--- src/hw/rtl/tps_pkg.sv ---
// ----------------------------------------------------------------------------
// tps_pkg: shared types and constants of the trilinear prolongation stream
// Widths of the stream words, register indexes and the queue entry format.
// ----------------------------------------------------------------------------
package tps_pkg;

  localparam int MAX_EXTENT_DEFAULT = 64;

  localparam int VALUE_W     = 32;
  localparam int FINE_W      = 7;
  localparam int COORD_KEEP  = FINE_W - 1;   // low coordinate bits that reach a fine index
  localparam int CFG_IDX_W   = 2;
  localparam int CFG_DATA_W  = 7;
  localparam int S_TDATA_W   = 32;
  localparam int M_TDATA_W   = 56;           // 53 payload bits padded to whole bytes
  localparam int QUEUE_DEPTH = 2;

  // Bit positions of the result word
  localparam int FX_LSB   = 0;
  localparam int FY_LSB   = FX_LSB + FINE_W;
  localparam int FZ_LSB   = FY_LSB + FINE_W;
  localparam int CORR_LSB = FZ_LSB + FINE_W;

  localparam logic [CFG_IDX_W-1:0] REG_EXTENT_X = 2'd0;
  localparam logic [CFG_IDX_W-1:0] REG_EXTENT_Y = 2'd1;
  localparam logic [CFG_IDX_W-1:0] REG_EXTENT_Z = 2'd2;

  // One coarse sample with its 2x2x2 neighborhood; val index is {dx, dy, dz}
  // where a set bit means one step back along that axis.
  typedef struct packed {
    logic [7:0][VALUE_W-1:0] val;
    logic [COORD_KEEP-1:0]   cx;
    logic [COORD_KEEP-1:0]   cy;
    logic [COORD_KEEP-1:0]   cz;
    logic                    hx;   // coarse x index above zero
    logic                    hy;
    logic                    hz;
  } item_t;

  typedef struct packed {
    logic ax;   // 0: midpoint below, 1: coarse point
    logic ay;
    logic az;
  } combo_t;

endpackage

--- src/hw/rtl/tps_back.sv ---
// ----------------------------------------------------------------------------
// tps_back: result side of the prolongation stream
// Walks the fine points of the head neighborhood, one per cycle while not stalled,
// through a three-stage adder pipeline (z pairs, y pairs, x pair plus mean shift).
// ----------------------------------------------------------------------------
module tps_back (
  input  logic                          clk,
  input  logic                          rst,
  input  logic                          q_valid,
  input  tps_pkg::item_t                q_head,
  output logic                          q_pop,
  output logic                          m_axis_tvalid,
  input  logic                          m_axis_tready,
  output logic [tps_pkg::M_TDATA_W-1:0] m_axis_tdata,   // fine_x, fine_y, fine_z, correction
  output logic                          m_axis_tlast
);

  localparam int VW = tps_pkg::VALUE_W;
  localparam int FW = tps_pkg::FINE_W;

  logic            en;
  logic            fire;
  logic            init;
  tps_pkg::combo_t combo, cur, start, combo_next;
  logic            cur_last;
  logic            dz;

  logic                 p1_v;
  logic signed [VW:0]   p1_c [4];    // index {dx, dy}
  logic                 p1_dx, p1_dy;
  logic [1:0]           p1_k;
  logic [FW-1:0]        p1_fx, p1_fy, p1_fz;
  logic                 p1_last;

  logic                 p2_v;
  logic signed [VW+1:0] p2_r [2];    // index dx
  logic                 p2_dx;
  logic [1:0]           p2_k;
  logic [FW-1:0]        p2_fx, p2_fy, p2_fz;
  logic                 p2_last;

  logic signed [VW+2:0] total;
  logic signed [VW+2:0] mean;

  logic [FW-1:0] o_fx, o_fy, o_fz;
  logic [VW-1:0] o_corr;

  // Advance the whole pipeline unless the output word is stalled
  assign en    = !m_axis_tvalid || m_axis_tready;
  assign fire  = en && q_valid;

  assign start.ax = !q_head.hx;
  assign start.ay = !q_head.hy;
  assign start.az = !q_head.hz;
  assign cur      = init ? start : combo;
  assign cur_last = cur.ax && cur.ay && cur.az;
  assign q_pop    = fire && cur_last;
  assign dz       = !cur.az;

  always_comb begin
    if (!cur.az) begin
      combo_next = '{ax: cur.ax, ay: cur.ay, az: 1'b1};
    end else if (!cur.ay) begin
      combo_next = '{ax: cur.ax, ay: 1'b1, az: start.az};
    end else begin
      combo_next = '{ax: 1'b1, ay: start.ay, az: start.az};
    end
  end

  always_ff @(posedge clk) begin
    if (rst) begin
      init <= 1'b1;
    end else if (fire) begin
      init <= cur_last;
    end
  end

  always_ff @(posedge clk) begin
    if (fire && !cur_last) begin
      combo <= combo_next;
    end
  end

  always_ff @(posedge clk) begin
    if (rst) begin
      p1_v          <= 1'b0;
      p2_v          <= 1'b0;
      m_axis_tvalid <= 1'b0;
    end else if (en) begin
      p1_v          <= q_valid;
      p2_v          <= p1_v;
      m_axis_tvalid <= p2_v;
    end
  end

  // Stage 1: sum along z
  always_ff @(posedge clk) begin
    if (en) begin
      for (int n = 0; n < 4; n++) begin
        p1_c[n] <= (VW+1)'($signed(q_head.val[2*n])) +
                   (dz ? (VW+1)'($signed(q_head.val[2*n+1])) : '0);
      end
      p1_dx   <= !cur.ax;
      p1_dy   <= !cur.ay;
      p1_k    <= 2'(!cur.ax) + 2'(!cur.ay) + 2'(dz);
      p1_fx   <= FW'({q_head.cx, cur.ax});
      p1_fy   <= FW'({q_head.cy, cur.ay});
      p1_fz   <= FW'({q_head.cz, cur.az});
      p1_last <= cur_last;
    end
  end

  // Stage 2: sum along y
  always_ff @(posedge clk) begin
    if (en) begin
      for (int n = 0; n < 2; n++) begin
        p2_r[n] <= (VW+2)'(p1_c[2*n]) + (p1_dy ? (VW+2)'(p1_c[2*n+1]) : '0);
      end
      p2_dx   <= p1_dx;
      p2_k    <= p1_k;
      p2_fx   <= p1_fx;
      p2_fy   <= p1_fy;
      p2_fz   <= p1_fz;
      p2_last <= p1_last;
    end
  end

  // Stage 3: sum along x, then floor division by the neighbor count
  assign total = (VW+3)'(p2_r[0]) + (p2_dx ? (VW+3)'(p2_r[1]) : '0);
  assign mean  = total >>> p2_k;

  always_ff @(posedge clk) begin
    if (en) begin
      o_fx         <= p2_fx;
      o_fy         <= p2_fy;
      o_fz         <= p2_fz;
      o_corr       <= mean[VW-1:0];
      m_axis_tlast <= p2_last;
    end
  end

  assign m_axis_tdata = {(tps_pkg::M_TDATA_W - tps_pkg::CORR_LSB - VW)'(0),
                         o_corr, o_fz, o_fy, o_fx};

endmodule

--- config.mk ---
export PLATFORM = sky130hd
export DESIGN_NAME = tps_back
export DESIGN_NICKNAME = d
export VERILOG_FILES = /design/src/hw/rtl/tps_pkg.sv /design/src/hw/rtl/tps_back.sv
export SDC_FILE = /design/constraint.sdc
export NUM_CORES = 1
export LEC_CHECK = 0
export ABC_AREA = 1
export BUFFER_PORTS_ARGS = -buffer_cell sky130_fd_sc_hd__buf_2
export CORE_ASPECT_RATIO = 0.7
export CORE_UTILIZATION = 50
export DETAILED_ROUTE_END_ITERATION = 8
export PLACE_DENSITY = 0.73
export SLEW_MARGIN = 0
export SYNTH_ARGS = -nofsm -noshare
export SYNTH_HDL_FRONTEND = slang
export SYNTH_SLANG_ARGS = --single-unit
export TNS_END_PERCENT = 20
--- constraint.sdc ---
create_clock -name clk -period 15.6 [get_ports clk]
set_clock_uncertainty 0.1 [all_clocks]
set_input_delay 3.12 -clock clk [delete_from_list [all_inputs] [get_ports clk]]
set_output_delay 3.12 -clock clk [all_outputs]
set_load 0.1 [all_outputs]
==> metrics.md <==
| Metric | Value |
|---|---|
| Initial Util | `50.7%` |
| Core Box Area | `50800 um^2` |
| Yosys warns | `0` |
| Die boundary width | `273 um` |
| CTS clock-pin slew for the worst setup and hold paths | `60 ps` |
| Async S/R FF share, synth | `0%` |
| Yosys reg bits | `312` |
| Status | `completed` |
| Largest net degree at the start of global routing | `84` |
| Initial DRC Count | `2250` |
| Hold Buf Count CTS | `0` |
| Final setup vio count | `0` |
| Tmin final | `7710 ps` |
| Pwr Density | `164 nW/um^2` |
| Height of the die | `192 um` |
| Area delta synth->final | `13.6%` |
| Total GRT Usage | `26.9%` |
| Cell Area, Placed | `28100 um^2` |
| First-pass GRT wire length | `111000 um` |
| Clk buf depth | `3` |
| Die area | `52400 um^2` |
| WP data required | `12380 ps` |
| Pre-CTS WS | `7850 ps` |
| Site row count | `69` |
| Setup_tns | `0 ps` |
| CTS Buf Count | `34` |
| I/O pin count | `340` |
| Slew HR | `21.0%` |
| Vias/cell | `5.17` |
| Drt total wl | `71300 um` |
| Max cap viols | `0` |
| Detailed-route wire length per cell | `16.0 um` |
| First-pass DRT Iterations | `6` |
| Worst slew pin tran | `1190 ps` |
| Gate power share | `54.7%` |
| Setup ws final | `7890 ps` |
| CP Max Fanout | `80` |
| Top reg by flops | `p1_c` |
| Worst Path Class, Setup | `primary input to primary output` |
| # nets final | `4279` |
| Synth cell types | `44` |
| Antenna-violating nets left | `0` |
| Via count | `23100` |
| H-tree levels | `2` |
| CP max stage delay | `440 ps` |
| IO buf count | `336` |
| Worst Path Arrival | `4490 ps` |
| Switching share of power | `47.7%` |
| CP Cell Sequence | `buf_2 -> nor2_1 -> inv_8 -> nand2_1 -> nor2_1 -> buf_2` |
| Number of flip-flops in the largest register | `132` |
| Leakage power | `15.3 nW` |
| Max Fclk | `0.130 GHz` |
| Post-Syn Area per Cell | `7.52 um^2` |
| Power Internal | `2.51 mW` |
| Top FF cell, synth | `edfxtp_1` |
| Final Cycle Share | `49.4%` |
| Highest-count cells in the layout ignoring fill and taps | `785 x nand2_1, 580 x inv_1, 412 x nor2_1` |
| EDFF count, synth | `308` |
| Flop pwr share | `28.6%` |
| Worst Hold Class | `register to register` |
| DRC | `0` |
| Clock sink total | `312` |
| Largest registers | `p1_c: 132 flops, p2_r: 68 flops, o_corr: 32 flops` |
| Sw power | `2.29 mW` |
| Post-placement cell count | `4400` |
| Layout cells sized above 1 | `12.5%` |
| Initial antenna violation count | `3` |
| Post-CTS setup buffers | `0` |
| Startpoint types | `primary input` |
| Grt ovf | `0` |
| Post-cts resize count | `0` |
| Clock share of power | `16.7%` |
| Post-synthesis sequential area ratio | `36.3%` |
| TritonCTS clock tree | `done` |
| RSZ-0062 raised after global routing | `false` |
| Worst setup EP type | `primary output` |
| Commonest non-fill, non-tap cell in the layout | `nand2_1` |
| Cell area after layout | `29200 um^2` |
| Slowest-stage cell, CP | `buf_2` |
| Final RePlAce weighted congestion | `0.975` |
| Mapped Area | `25700 um^2` |
| Post-DP HPWL | `59300 um` |
| Finished Layout Cells | `4462` |
| Vias in the first global route | `20700` |
| Post-Synthesis Cells | `3422` |
| Clk_lat worst skew | `540 ps` |
| Final Max Slew Viols | `0` |
| VDD IR-drop max | `0.000232 V` |
| Worst hold-check slack | `315 ps` |
| CTS Root Cell | `clkbuf_16` |
| Hold Fails Final Rpt | `0` |
[cells by family (layout without fill, tap and decap cells)]
| logic type | after synthesis | after routing | synth area share, % |
|---|---|---|---|
| other | 1 | 4 | 0.0146 |
| and+or+nand+nor | 1498 | 1498 | 23.7 |
| AOI/OAI and AO/OA | 575 | 575 | 13.0 |
| xor gates and xnor gates | 172 | 172 | 5.86 |
| adders and majority gates | 236 | 236 | 11.7 |
| muxes | 4 | 4 | 0.156 |
| buffers and inverters | 624 | 987 | 9.27 |
| DFF | 312 | 312 | 36.3 |
[worst paths after layout]
kind,startpoint,to,slack [ps],cells past startpoint
min reg2reg,p2_fx[4],o_fx[4],310,0
max reg2reg,init,p1_c[3][32],11200,17
min,p2_fx[4],o_fx[4],310,0
max,m_axis_tready,q_pop,7890,6
[power by group through the flow]
| stage | combinational [mW] | clock [mW] | sequential, mW |
|---|---|---|---|
| 6_report | 2.62 | 0.799 | 1.37 |
| 4_1_cts | 2.58 | 0.810 | 1.37 |
| 5_1_grt | 2.89 | 0.841 | 1.39 |
| 3_3_place_gp | 2.56 | 0 | 1.38 |
| 2_1_floorplan | 1.59 | 0 | 1.71 |
| 3_5_place_dp | 2.57 | 0 | 1.39 |
[Yosys cell counts (7+ instances only)]
cell	instances	share of area, %
ha_1	228	11
o21ai_2	24	0.82
nor3_1	17	0.33
xnor2_1	53	1.8
nand3_1	221	4.3
o211ai_1	11	0.32
a21oi_1	264	5.1
a31oi_1	16	0.39
nor2_2	7	0.17
buf_2	12	0.23
clkbuf_1	20	0.29
nor2_1	412	6.0
a21boi_0	10	0.29
o21a_1	11	0.32
nand2_1	785	11
o21bai_1	35	1.0
a21oi_2	22	0.75
edfxtp_1	308	36
nand4_1	21	0.51
xor2_1	119	4.1
fa_1	8	0.62
o21ai_0	141	2.7
inv_1	581	8.5
nand2_2	15	0.36
a21o_1	33	0.96
[stage by stage]
stage	util, %	power (mW)
final	57.6	4.79
after CTS	57.6	4.76
after global routing	57.6	5.12
after floorplan	-	3.29
after detailed placement	55.4	3.95
after global placement	55.4	3.94
[per-layer routing]
layer	wire length [um]	vias to the layer above	global-route usage (%)	part of all wire (%)
met5	25	-	0	0.035
met4	998	4	4.68	1.4
met3	7270	60	5.96	10
met2	26100	874	35.3	37
met1	36900	10200	43.9	52
li1	-	11900	-	-
[critical path, delay by kind of cell]
kind                   cells  cell delay [ps]
AND/OR/NAND/NOR            3              440
buffers and inverters      3              930
[cell type report]
type,instances,area (um^2)
Sequential cell,312,9330
Clock inverter,19,191
Multi-Input combinational cell,2488,14000
Inverter,583,2200
Tap cell,674,843
Antenna cell,1,2.50
Clock buffer,42,901
Fill cell,4894,21500
Timing Repair Buffer,343,1730
No activity file was read; power rests on OpenSTA's default activity.
