--- src/hw/rtl/tps_pkg.sv ---
// ----------------------------------------------------------------------------
// tps_pkg: shared types and constants of the trilinear prolongation stream
// Widths of the stream words, register indexes and the queue entry format.
// ----------------------------------------------------------------------------
package tps_pkg;

  localparam int MAX_EXTENT_DEFAULT = 64;

  localparam int VALUE_W     = 32;
  localparam int FINE_W      = 7;
  localparam int COORD_KEEP  = FINE_W - 1;   // low coordinate bits that reach a fine index
  localparam int CFG_IDX_W   = 2;
  localparam int CFG_DATA_W  = 7;
  localparam int S_TDATA_W   = 32;
  localparam int M_TDATA_W   = 56;           // 53 payload bits padded to whole bytes
  localparam int QUEUE_DEPTH = 2;

  // Bit positions of the result word
  localparam int FX_LSB   = 0;
  localparam int FY_LSB   = FX_LSB + FINE_W;
  localparam int FZ_LSB   = FY_LSB + FINE_W;
  localparam int CORR_LSB = FZ_LSB + FINE_W;

  localparam logic [CFG_IDX_W-1:0] REG_EXTENT_X = 2'd0;
  localparam logic [CFG_IDX_W-1:0] REG_EXTENT_Y = 2'd1;
  localparam logic [CFG_IDX_W-1:0] REG_EXTENT_Z = 2'd2;

  // One coarse sample with its 2x2x2 neighborhood; val index is {dx, dy, dz}
  // where a set bit means one step back along that axis.
  typedef struct packed {
    logic [7:0][VALUE_W-1:0] val;
    logic [COORD_KEEP-1:0]   cx;
    logic [COORD_KEEP-1:0]   cy;
    logic [COORD_KEEP-1:0]   cz;
    logic                    hx;   // coarse x index above zero
    logic                    hy;
    logic                    hz;
  } item_t;

  typedef struct packed {
    logic ax;   // 0: midpoint below, 1: coarse point
    logic ay;
    logic az;
  } combo_t;

endpackage

--- src/hw/rtl/tps_queue.sv ---
// ----------------------------------------------------------------------------
// tps_queue: short queue between front and back
// Holds built neighborhoods so each side can stall on its own.
// ----------------------------------------------------------------------------
module tps_queue (
  input  logic           clk,
  input  logic           rst,
  input  logic           push,
  input  tps_pkg::item_t push_item,
  output logic           full,
  input  logic           pop,
  output logic           valid,
  output tps_pkg::item_t head
);

  localparam int D   = tps_pkg::QUEUE_DEPTH;
  localparam int QAW = (D > 1) ? $clog2(D) : 1;
  localparam int QCW = $clog2(D + 1);

  tps_pkg::item_t entry [D];
  logic [QAW-1:0] wr_ptr, rd_ptr;
  logic [QCW-1:0] count;

  assign full  = (count == QCW'(D));
  assign valid = (count != '0);
  assign head  = entry[rd_ptr];

  always_ff @(posedge clk) begin
    if (rst) begin
      wr_ptr <= '0;
      rd_ptr <= '0;
      count  <= '0;
    end else begin
      if (push) begin
        wr_ptr <= (wr_ptr == QAW'(D - 1)) ? '0 : wr_ptr + QAW'(1);
      end
      if (pop) begin
        rd_ptr <= (rd_ptr == QAW'(D - 1)) ? '0 : rd_ptr + QAW'(1);
      end
      if (push && !pop) begin
        count <= count + QCW'(1);
      end else if (pop && !push) begin
        count <= count - QCW'(1);
      end
    end
  end

  always_ff @(posedge clk) begin
    if (push) begin
      entry[wr_ptr] <= push_item;
    end
  end

endmodule

--- config.mk ---
export PLATFORM = sky130hd
export DESIGN_NAME = tps_queue
export DESIGN_NICKNAME = d
export VERILOG_FILES = /design/src/hw/rtl/tps_pkg.sv /design/src/hw/rtl/tps_queue.sv
export SDC_FILE = /design/constraint.sdc
export NUM_CORES = 1
export LEC_CHECK = 0
export ABC_CLOCK_PERIOD_IN_PS = 30100
export BUFFER_PORTS_ARGS = -buffer_cell sky130_fd_sc_hd__buf_2
export CORE_ASPECT_RATIO = 2
export CORE_UTILIZATION = 35
export DETAILED_ROUTE_END_ITERATION = 16
export PLACE_DENSITY = 0.63
export SLEW_MARGIN = 20
export SYNTH_ARGS = -nofsm -noshare
export SYNTH_HDL_FRONTEND = slang
export SYNTH_SLANG_ARGS = --single-unit
--- constraint.sdc ---
create_clock -name clk -period 30.1 [get_ports clk]
set_input_delay 4.515 -clock clk [delete_from_list [all_inputs] [get_ports clk]]
set_output_delay 4.515 -clock clk [all_outputs]
set_load 0.03 [all_outputs]
==> results of run 1 <==
## placed cells by master, fill, tap and decap left out
master / netlist / final
diode_2: 0 / 8
clkbuf_1: 0 / 6
nor2_1: 4 / 4
nor2b_4: 0 / 1
or3_1: 1 / 1
dfxtp_1: 5 / 4
buf_2: 4 / 559
mux2_4: 230 / 230
a21oi_1: 1 / 1
inv_8: 0 / 2
xor2_1: 2 / 2
edfxtp_1: 554 / 554
clkinv_8: 0 / 1
mux2_2: 47 / 47
clkinv_2: 0 / 10
nor2b_1: 2 / 1
o21ai_0: 1 / 1
or2_2: 1 / 1
buf_4: 0 / 10
and2_4: 0 / 1
dfxtp_4: 0 / 1
buf_12: 0 / 1
xnor2_1: 2 / 2
clkinv_4: 0 / 2
clkbuf_16: 0 / 50
bufinv_16: 0 / 6
inv_1: 1 / 1
clkinv_1: 0 / 8
ha_1: 1 / 1
## layer usage
metal / track usage (%) / routed length (microns) / vias up
li1: - / - / 4706
met3: 5.16 / 4170 / 113
met1: 13.6 / 15400 / 5063
met4: 7.35 / 1980 / 18
met2: 27.3 / 25100 / 473
met5: 0 / 121 / -
## cells by family after synthesis
group / Yosys count / share of synthesized area [%]
flip-flops: 559 / 79.1
XOR/XNOR: 4 / 0.166
AO/OA/AOI/OAI: 2 / 0.0473
multiplexers: 277 / 18.8
buffers and inverters: 32 / 1.55
AND/OR/NAND/NOR: 9 / 0.219
adder cells (fa/ha/maj): 1 / 0.0591
## final cells by class
class                   count  area share (%)
flip-flops and latches    559            63.6
multi-input cells         293            15.6
repair buffers            570            11.0
clock buffers              56            4.84
well taps                 774            3.68
clock inverters            29            1.20
diodes                      8          0.0761
inverters                   1          0.0143
## critical path: stages, from the launching register on
cell and delay (ns):
dfxtp_4 0.94, buf_12 0.69, buf_4 0.88, mux2_4 0.36, buf_2 0.18
## worst min path at each step
stage	slack, ns	end	depth (start not counted)
6_report	0.51	count[1]$_SDFFE_PP0P_	2
5_1_grt	0.53	count[1]$_SDFFE_PP0P_	2
4_1_cts	0.51	count[1]$_SDFFE_PP0P_	2
3_5_place_dp	0.50	count[1]$_SDFFE_PP0P_	2
3_3_place_gp	0.47	count[1]$_SDFFE_PP0P_	2
2_1_floorplan	0.46	count[1]$_SDFFE_PP0P_	2
## power breakdown
| group | switching (mW) | total (mW) | internal, mW |
|---|---|---|---|
| Combinational | 0.167 | 0.272 | 0.105 |
| Sequential | 0.0159 | 0.926 | 0.910 |
| Clock | 0.274 | 0.629 | 0.355 |
| Total | 0.457 | 1.83 | 1.37 |
## flip-flops by register name (all words and copies together) (netlist names), named ones only
register  count
count         2
entry       554
rd_ptr        1
wr_ptr        1
==> out/results.tsv, run 1 <==
stage	metric	value	unit
outcome	outcome	finished, final reports clean	
final_layout	FF/Latch Area	16700	sq um
place	placed cells	2197	
power_and_ir_drop	peak supply drop	0.0594	mV
final_layout	Fill cells	5245	
final_layout	synth-to-layout area growth	24.4	%
yosys	most frequent cells after synthesis	edfxtp_1, mux2_4, mux2_2	
yosys	synthesized flop and latch total	559	
power_and_ir_drop	Leakage	10.2	nW
routing	starting DRC count in detailed routing	468	
routing	routed via count	10400	
place	pre-CTS setup slack	22.22	ns
floorplan	Site Rows	127	
yosys	area leader, netlist	edfxtp_1	
worst_setup_path	R2R Setup Slk	26.95	ns
cts	number of post-CTS setup repair buffers	0	
yosys	Post-synth EDFFs	554	
worst_setup_path	Reg2Reg Depth	3	
routing	Post-DRT Antenna Nets	0	
worst_setup_path	Max FO, Critical Path	122	
global_routing	initial antenna violation count	23	
final_layout	Layout Nets	1755	
yosys	Mapped Area	21200	sq um
floorplan	die width	176	microns
global_routing	largest net degree at the start of global routing	123	
floorplan	die height	350	microns
yosys	async set-reset flop share out of synthesis	0	%
floorplan	IO Pins	560	
yosys	synth warn	0	
sta	maximum clock skew at final layout	0.00867	ns
cts	Longest Clk Path Bufs	3	
floorplan	Die ar.	61500	sq um
cts	Resized cells post-CTS	0	
cts	Num Clock Sinks	559	
sta	Tightest Pin Transition	1.10	ns
sta	RSZ-0062 raised after global routing	false	
yosys	synth top area cells	edfxtp_1, mux2_4, mux2_2, buf_6, dfxtp_1	
cts	Worst-path clk slew	0.06	ns
final_layout	Multi-input gate area	4100	sq um
final_layout	share of cells above drive strength 1	61.1	%
worst_setup_path	worst path required time	25.59	ns
routing	router iterations before antenna repair	4	
sta	Tcrit/Tclk final	28.0	%
routing	WL final	46800	microns
sta	post-route setup TNS	0	ns
worst_setup_path	CP Data Arrival Time	3.91	ns
yosys	most frequent cell after synthesis	edfxtp_1	
sta	Min Hold Slack	0.507	ns
floorplan	core footprint	59900	sq um
worst_setup_path	worst setup path class	reg -> out	
global_routing	Total GRT Usage	14.5	%
hold_path	Hold WC Path Type	reg -> reg	
place	area after detailed placement	24700	sq um
place	hpwl dp	33200	microns
yosys	Syn Nets	1166	
job	max-cap violations	0	
worst_setup_path	critical path capture point type	output pin	
sta	Tmin final	8.42	ns
yosys	Post-synth top flop	edfxtp_1	
cts	H-tree Lvls	2	
place	routability congestion estimate	0.835	
routing	vias per cell	4.53	
global_routing	Congestion Overflow GR	0	
worst_setup_path	crit path launch type	register	
yosys	sequential share of the synthesized area	79.1	%
worst_setup_path	FF-to-FF Start	wr_ptr$_SDFFE_PP0P_	
final_layout	final core utilization	43.9	%
sta	Max Fclk	119	MHz
power_and_ir_drop	pwr/cell area	69.4	nW/um^2
final_layout	fin area	26300	sq um
cts	worst-skew pair later-pin latency	0.58	ns
yosys	Yosys cell types	17	
cts	CTS root buf	clkbuf_16	
yosys	Synth Area per Inst	23.9	sq um
cts	CTS tree	yes	
power_and_ir_drop	Total Power	1.83	mW
cts	hold_buf cts	0	
global_routing	vias in the first global route	11100	
worst_setup_path	crit path to	head[50]	
routing	WL/cell	20.4	microns
cts	total CTS buffers	48	
global_routing	first-pass GRT wire length	65900	microns
floorplan	Initial Util	35.3	%
place	IO buf count	559	
sta	Rel. slew slack	26.5	%
final_layout	final cell count without fillers	2290	
sta	final setup fails	0	
sta	Hold Vio Cnt, Final	0	
routing	Remaining DRCs	0	
yosys	share of the synthesized area in the top cell type	78.7	%
yosys	Mapped Cells	884	
sta	slack of the critical path	21.68	ns
worst_setup_path	reg2reg end	entry[0][170]$_DFFE_PP_	
sta	Max Slew Vio Count	0	
hold_path	min-delay src	count[1]$_SDFFE_PP0P_	
No activity file was read; power rests on OpenSTA's default activity.
==> inputs of run 2 (changes only) <==
--- a/config.mk
+++ b/config.mk
@@ -5,7 +5,7 @@
 export SDC_FILE = /design/constraint.sdc
 export NUM_CORES = 1
 export LEC_CHECK = 0
-export ABC_CLOCK_PERIOD_IN_PS = 30100
+export ABC_CLOCK_PERIOD_IN_PS = 8440
 export BUFFER_PORTS_ARGS = -buffer_cell sky130_fd_sc_hd__buf_2
 export CORE_ASPECT_RATIO = 2
 export CORE_UTILIZATION = 35
==> constraint.sdc (replaced) <==
create_clock -name clk -period 8.44 [get_ports clk]
set_input_delay 1.266 -clock clk [delete_from_list [all_inputs] [get_ports clk]]
set_output_delay 1.266 -clock clk [all_outputs]
set_load 0.03 [all_outputs]
==> run 2 against run 1 <==
Utilization down 0.073 points. Combinational power grew to 3.6 times the previous value. Largest power group unchanged. Critical path depth unchanged. Count of clock-buffer cells in the layout grew 1. Total power increased to 3.5 times the previous value. Critical path type unchanged. Sequential cell count unchanged. Worst hold slack gained 0.00078 ns.
==> out/results.tsv, run 2 (synthesis results as in run 1) <==
stage	metric	value	unit	change
outcome	outcome	finished, final reports clean		
global_routing	largest net degree at the start of global routing	148		+20%
floorplan	die height	350	microns	unchanged
floorplan	Die ar.	61500	sq um	unchanged
power_and_ir_drop	peak supply drop	0.271	mV	+360%
worst_setup_path	critical path capture point type	output pin		
worst_setup_path	cell mode on critical path	buf_12		
sta	RSZ-0062 raised after global routing	false		
final_layout	most common cell after layout, fill and taps aside	buf_2		
floorplan	Site Rows	127		unchanged
global_routing	Congestion Overflow GR	0		unchanged
worst_setup_path	Critical path buffers and inverters	3		unchanged
routing	WL final	44900	microns	-4.0%
final_layout	Fill cells	5292		+0.90%
cts	worst-skew pair later-pin latency	0.57	ns	about the same
place	IO buf count	559		unchanged
sta	Tightest Pin Transition	1.13	ns	+0.0244 ns
global_routing	initial antenna violation count	19		-17%
global_routing	Total GRT Usage	13.9	%	-0.60 points
routing	starting DRC count in detailed routing	516		+10%
worst_setup_path	FF-to-FF Start	wr_ptr$_SDFFE_PP0P_		
sta	Rel. slew slack	24.8	%	-1.6 points
floorplan	core footprint	59900	sq um	unchanged
cts	hold_buf cts	0		unchanged
worst_setup_path	crit path launch type	register		
routing	Post-DRT Antenna Nets	0		unchanged
global_routing	first-pass GRT wire length	63900	microns	-3.0%
final_layout	share of cells above drive strength 1	60.7	%	-0.41 points
power_and_ir_drop	Clk pwr share	33.3	%	-1.1 points
worst_setup_path	R2R Setup Slk	5.84	ns	-21.11 ns
cts	Num Clock Sinks	559		unchanged
routing	router iterations before antenna repair	4		unchanged
worst_setup_path	Max FO, Critical Path	111		-9.0%
sta	Tcrit/Tclk final	50.6	%	
floorplan	IO Pins	560		unchanged
final_layout	synth-to-layout area growth	24.2	%	
sta	Max Fclk	234	MHz	
sta	final setup fails	0		unchanged
final_layout	Layout Nets	1753		-0.11%
worst_setup_path	crit path to	head[56]		
sta	Tmin final	4.27	ns	
power_and_ir_drop	Total Power	6.41	mW	+250%
cts	number of post-CTS setup repair buffers	0		unchanged
worst_setup_path	worst path required time	7.17	ns	-18.42 ns
global_routing	vias in the first global route	11000		-0.72%
hold_path	Hold WC Path Type	reg -> reg		
power_and_ir_drop	Flop pwr share	51.3	%	+0.6 points
power_and_ir_drop	Net Sw Frac	25.3	%	+0.28 points
power_and_ir_drop	Leakage	10.2	nW	-0.36%
power_and_ir_drop	Logic pwr share	15.3	%	+0.4 points
cts	Worst-path clk slew	0.06	ns	about the same
routing	Remaining DRCs	0		unchanged
floorplan	die width	176	microns	unchanged
worst_setup_path	critical path, cell by cell	buf_12, buf_12, mux2_4, buf_2		
sta	Min Hold Slack	0.507	ns	+0.000776 ns
worst_setup_path	highest cell delay on the worst timing path	0.71	ns	-0.23 ns
routing	vias per cell	4.52		-0.27%
cts	CTS tree	yes		
routing	WL/cell	19.6	microns	-4.1%
worst_setup_path	WP depth	4		unchanged
final_layout	Largest register FFs	554		unchanged
worst_setup_path	CP Data Arrival Time	3.01	ns	-0.90 ns
cts	Resized cells post-CTS	0		unchanged
sta	Hold Vio Cnt, Final	0		unchanged
worst_setup_path	reg2reg end	entry[1][197]$_DFFE_PP_		
sta	maximum clock skew at final layout	0.0121	ns	+0.00341 ns
floorplan	Initial Util	35.3	%	unchanged
sta	Max Slew Vio Count	0		unchanged
worst_setup_path	CP delay by family, top	buffers and inverters		
worst_setup_path	critical path's slowest cell	dfxtp_4		
final_layout	most frequent cells in the layout	buf_2, edfxtp_1, mux2_4		
worst_setup_path	worst setup path class	reg -> out		
sta	post-route setup TNS	0	ns	unchanged
power_and_ir_drop	Power Internal	4.79	mW	+250%
cts	total CTS buffers	49		+2.1%
power_and_ir_drop	Switch Pwr	1.62	mW	+250%
cts	CTS root buf	clkbuf_16		
worst_setup_path	Reg2Reg Depth	2		-1
cts	Longest Clk Path Bufs	3		unchanged
hold_path	Hold Path Stages	2		unchanged
cts	H-tree Lvls	2		unchanged
place	routability congestion estimate	0.762		-8.8%
final_layout	largest registers	entry (554), count (2)		
routing	routed via count	10400		-0.18%
power_and_ir_drop	pwr/cell area	244	nW/um^2	+250%
job	max-cap violations	0		unchanged
place	hpwl dp	31100	microns	-6.3%
final_layout	Largest Register	entry		
run 2: cell count changes in the layout (fill, tap and decap cells not counted), moves of 2 or more:
cell / delta
buf_4: -7
clkinv_1: +7
buf_12: +4
bufinv_16: -4
inv_6: +4
clkinv_4: -2
run 2: worst min path at each step:
stage                               start               endpoint  slack, ns
finish              count[1]$_SDFFE_PP0P_  count[1]$_SDFFE_PP0P_       0.51
CTS                 count[1]$_SDFFE_PP0P_  count[1]$_SDFFE_PP0P_       0.51
floorplan           count[1]$_SDFFE_PP0P_  count[1]$_SDFFE_PP0P_       0.46
global placement    count[1]$_SDFFE_PP0P_  count[1]$_SDFFE_PP0P_       0.48
global route        count[1]$_SDFFE_PP0P_  count[1]$_SDFFE_PP0P_       0.54
detailed placement  count[1]$_SDFFE_PP0P_  count[1]$_SDFFE_PP0P_       0.50
run 2: worst min-delay path, cell delays in order, from the launching register on:
cell and delay, ns:
dfxtp_1 0.33, o21ai_0 0.07, a21oi_1 0.06
run 2: layer usage:
layer / global-route usage [%] / part of all wire, %
met1: 13.9 / 34
met2: 25.9 / 53
met3: 3.93 / 8.0
met4: 7.20 / 4.3
met5: 0 / 0.078
run 2: per-stage QoR:
step,setup slack (ns),utilization [%],std cells,area (sq um)
final,4.17,43.8,2292,26300
after global routing,4.05,43.8,2291,26300
after global placement,4.67,41.2,2193,24700
after detailed placement,4.64,41.2,2193,24700
after CTS,3.99,43.8,2283,26200
after floorplan,0.289,-,884,21200
run 2: power groups by stage:
stage          sequential, mW  combinational [mW]  clock [mW]
6_report                 3.29               0.983        2.14
5_1_grt                  3.30                1.04        2.31
4_1_cts                  3.30               0.990        2.21
3_5_place_dp             3.36               0.986           0
3_3_place_gp             3.35               0.978           0
2_1_floorplan            3.36               0.712           0
run 2: final cells by class:
| class | instances | area, sq um | area share, % |
|---|---|---|---|
| inverter | 1 | 3.75 | 0.0143 |
| timing repair buffer | 567 | 2920 | 11.1 |
| clock buffer | 57 | 1300 | 4.94 |
| antenna | 8 | 20.0 | 0.0762 |
| clock inverter | 33 | 220 | 0.838 |
| tap | 774 | 968 | 3.69 |
| sequential | 559 | 16700 | 63.7 |
| multi-input combinational | 293 | 4100 | 15.6 |
==> inputs of run 3 (changes only) <==
--- a/config.mk
+++ b/config.mk
@@ -5,7 +5,7 @@
 export SDC_FILE = /design/constraint.sdc
 export NUM_CORES = 1
 export LEC_CHECK = 0
-export ABC_CLOCK_PERIOD_IN_PS = 8440
+export ABC_CLOCK_PERIOD_IN_PS = 4300
 export BUFFER_PORTS_ARGS = -buffer_cell sky130_fd_sc_hd__buf_2
 export CORE_ASPECT_RATIO = 2
 export CORE_UTILIZATION = 35
==> constraint.sdc (replaced) <==
create_clock -name clk -period 4.3 [get_ports clk]
set_input_delay 0.645 -clock clk [delete_from_list [all_inputs] [get_ports clk]]
set_output_delay 0.645 -clock clk [all_outputs]
set_load 0.03 [all_outputs]
==> run 3 against run 2 <==
Non-clock buffer count increased by 8. Sequential share of layout area decreased by 0.69 points. Critical path depth decreased by 1. Critical path type unchanged. Design area increased by 1.1%.
==> out/results.tsv, run 3 (synthesis results as in run 1) <==
stage	metric	value	unit	change
floorplan	Die ar.	61500	sq um	unchanged
worst_setup_path	crit path to	head[200]		
sta	Rel. slew slack	14.3	%	-11 points
cts	worst-skew pair later-pin latency	0.56	ns	about the same
global_routing	initial antenna violation count	25		+6
final_layout	share of cells above drive strength 1	61.4	%	+0.63 points
worst_setup_path	critical path, cell by cell	buf_12, mux2_4, buf_2		
routing	vias per cell	4.55		+0.66%
cts	Resized cells post-CTS	0		unchanged
final_layout	final cell count without fillers	2304		+0.52%
floorplan	Site Rows	127		unchanged
worst_setup_path	Max FO, Critical Path	46		-59%
cts	hold_buf cts	0		unchanged
routing	Remaining DRCs	0		unchanged
global_routing	Congestion Overflow GR	0		unchanged
routing	router iterations before antenna repair	6		+2
worst_setup_path	Reg2Reg Depth	2		unchanged
sta	Min Hold Slack	0.266	ns	-0.242 ns
final_layout	most common cell after layout, fill and taps aside	buf_2		
worst_setup_path	FF-to-FF Start	wr_ptr$_SDFFE_PP0P_		
global_routing	largest net degree at the start of global routing	168		+14%
power_and_ir_drop	pwr/cell area	490	nW/um^2	+100%
sta	Tightest Pin Transition	1.29	ns	+0.159 ns
sta	maximum clock skew at final layout	0.0155	ns	+0.00338 ns
worst_setup_path	crit path launch type	register		
routing	routed via count	10500		+1.2%
power_and_ir_drop	peak supply drop	0.383	mV	+41%
worst_setup_path	worst path required time	3.65	ns	-3.52 ns
routing	starting DRC count in detailed routing	503		-2.5%
global_routing	first-pass GRT wire length	65300	microns	+2.3%
cts	total CTS buffers	49		unchanged
routing	Post-DRT Antenna Nets	0		unchanged
worst_setup_path	CP Data Arrival Time	2.38	ns	-0.63 ns
cts	Longest Clk Path Bufs	3		unchanged
floorplan	Initial Util	35.3	%	unchanged
cts	CTS root buf	clkbuf_16		
global_routing	Total GRT Usage	14.3	%	+0.37 points
hold_path	Hold WC Path Type	in -> reg		
sta	Tcrit/Tclk final	70.3	%	
final_layout	Largest register FFs	554		unchanged
place	IO buf count	559		unchanged
sta	RSZ-0062 raised after global routing	false		
sta	Hold Vio Cnt, Final	0		unchanged
cts	H-tree Lvls	2		unchanged
floorplan	die width	176	microns	unchanged
cts	CTS tree	yes		
routing	WL/cell	20.1	microns	+2.4%
place	placed cells	2202		+0.41%
cts	Num Clock Sinks	559		unchanged
place	hpwl dp	32400	microns	+4.2%
power_and_ir_drop	Leakage	10.3	nW	+1.2%
final_layout	largest registers	entry (554), count (2)		
floorplan	core footprint	59900	sq um	unchanged
outcome	outcome	finished, final reports clean		
place	routability congestion estimate	0.784		+2.8%
final_layout	final core utilization	44.3	%	+0.48 points
final_layout	synth-to-layout area growth	25.6	%	
worst_setup_path	R2R Setup Slk	2.33	ns	-3.51 ns
cts	Worst-path clk slew	0.07	ns	about the same
worst_setup_path	reg2reg end	entry[1][202]$_DFFE_PP_		
sta	Max Slew Vio Count	0		unchanged
worst_setup_path	critical path's slowest cell	dfxtp_4		
routing	WL final	46200	microns	+2.9%
sta	final setup fails	0		unchanged
floorplan	IO Pins	560		unchanged
cts	number of post-CTS setup repair buffers	0		unchanged
worst_setup_path	worst setup path class	reg -> out		
job	max-cap violations	0		unchanged
worst_setup_path	highest cell delay on the worst timing path	0.80	ns	+0.09 ns
sta	Max Fclk	331	MHz	
floorplan	die height	350	microns	unchanged
final_layout	Layout Nets	1761		+0.46%
global_routing	vias in the first global route	10900		-0.69%
worst_setup_path	critical path capture point type	output pin		
final_layout	most frequent cells in the layout	buf_2, edfxtp_1, mux2_4		
final_layout	Largest Register	entry		
sta	Tmin final	3.02	ns	
==> run 3: cell count changes in the layout (fill, tap and decap cells not counted), moves of 4 or more <==
cell,previous run,this run
clkinv_2,10,5
buf_12,5,9
clkinv_1,15,5
diode_2,8,16
buf_4,3,7
clkbuf_8,0,4
bufinv_16,2,9
==> run 3: cell type report <==
cell class / instances / area, sq um
Multi-Input combinational cell: 293 / 4100
Clock inverter: 25 / 364
Timing Repair Buffer: 575 / 3030
Tap cell: 774 / 968
Fill cell: 5200 / 33400
Antenna cell: 16 / 40.0
Sequential cell: 559 / 16700
Inverter: 1 / 3.75
Clock buffer: 61 / 1310
==> run 3: report_power, final <==
| group | switching [mW] | leakage (nW) | internal [mW] | total (mW) |
|---|---|---|---|---|
| clock | 1.89 | 0.814 | 2.70 | 4.60 |
| combinational | 1.20 | 4.27 | 0.750 | 1.95 |
| sequential | 0.0953 | 5.24 | 6.37 | 6.46 |
==> run 3: how the worst min path moves through the flow <==
stage                                    endpoint  cells after the start  slack, ns                   from
after detailed placement                 register                      2       0.50    rd_ptr$_SDFFE_PP0P_
after global placement      count[1]$_SDFFE_PP0P_                      2       0.47  count[1]$_SDFFE_PP0P_
final                     entry[0][161]$_DFFE_PP_                      1       0.27         push_item[161]
after global routing      entry[0][161]$_DFFE_PP_                      1       0.22         push_item[161]
after CTS                 entry[0][161]$_DFFE_PP_                      1       0.21         push_item[161]
after floorplan             count[1]$_SDFFE_PP0P_                      2       0.46  count[1]$_SDFFE_PP0P_
==> run 3: layer usage <==
metal	vias up	routed length (microns)	GRT usage [%]
li1	4724	-	-
met1	5177	15200	14.0
met2	461	24900	26.0
met3	101	4190	4.89
met4	14	1820	7.88
met5	-	91	0
==> run 3: through the flow <==
stage / TNS, ns / power, mW / setup slack (ns) / cell area, sq um
global placement: 0 / 8.51 / 1.81 / 24800
detailed placement: 0 / 8.56 / 1.81 / 24800
finish: 0 / 13.0 / 1.28 / 26600
CTS: 0 / 13.2 / 1.17 / 26500
floorplan: -309.91 / 7.98 / -0.921 / 21200
global route: 0 / 13.4 / 1.16 / 26500
==> run 3: worst max-delay path, delay by kind of cell, from the launching register on <==
kind	cells	cell delay, ns
multiplexers	1	0.34
flip-flops	1	0.80
buffers and inverters	2	0.58
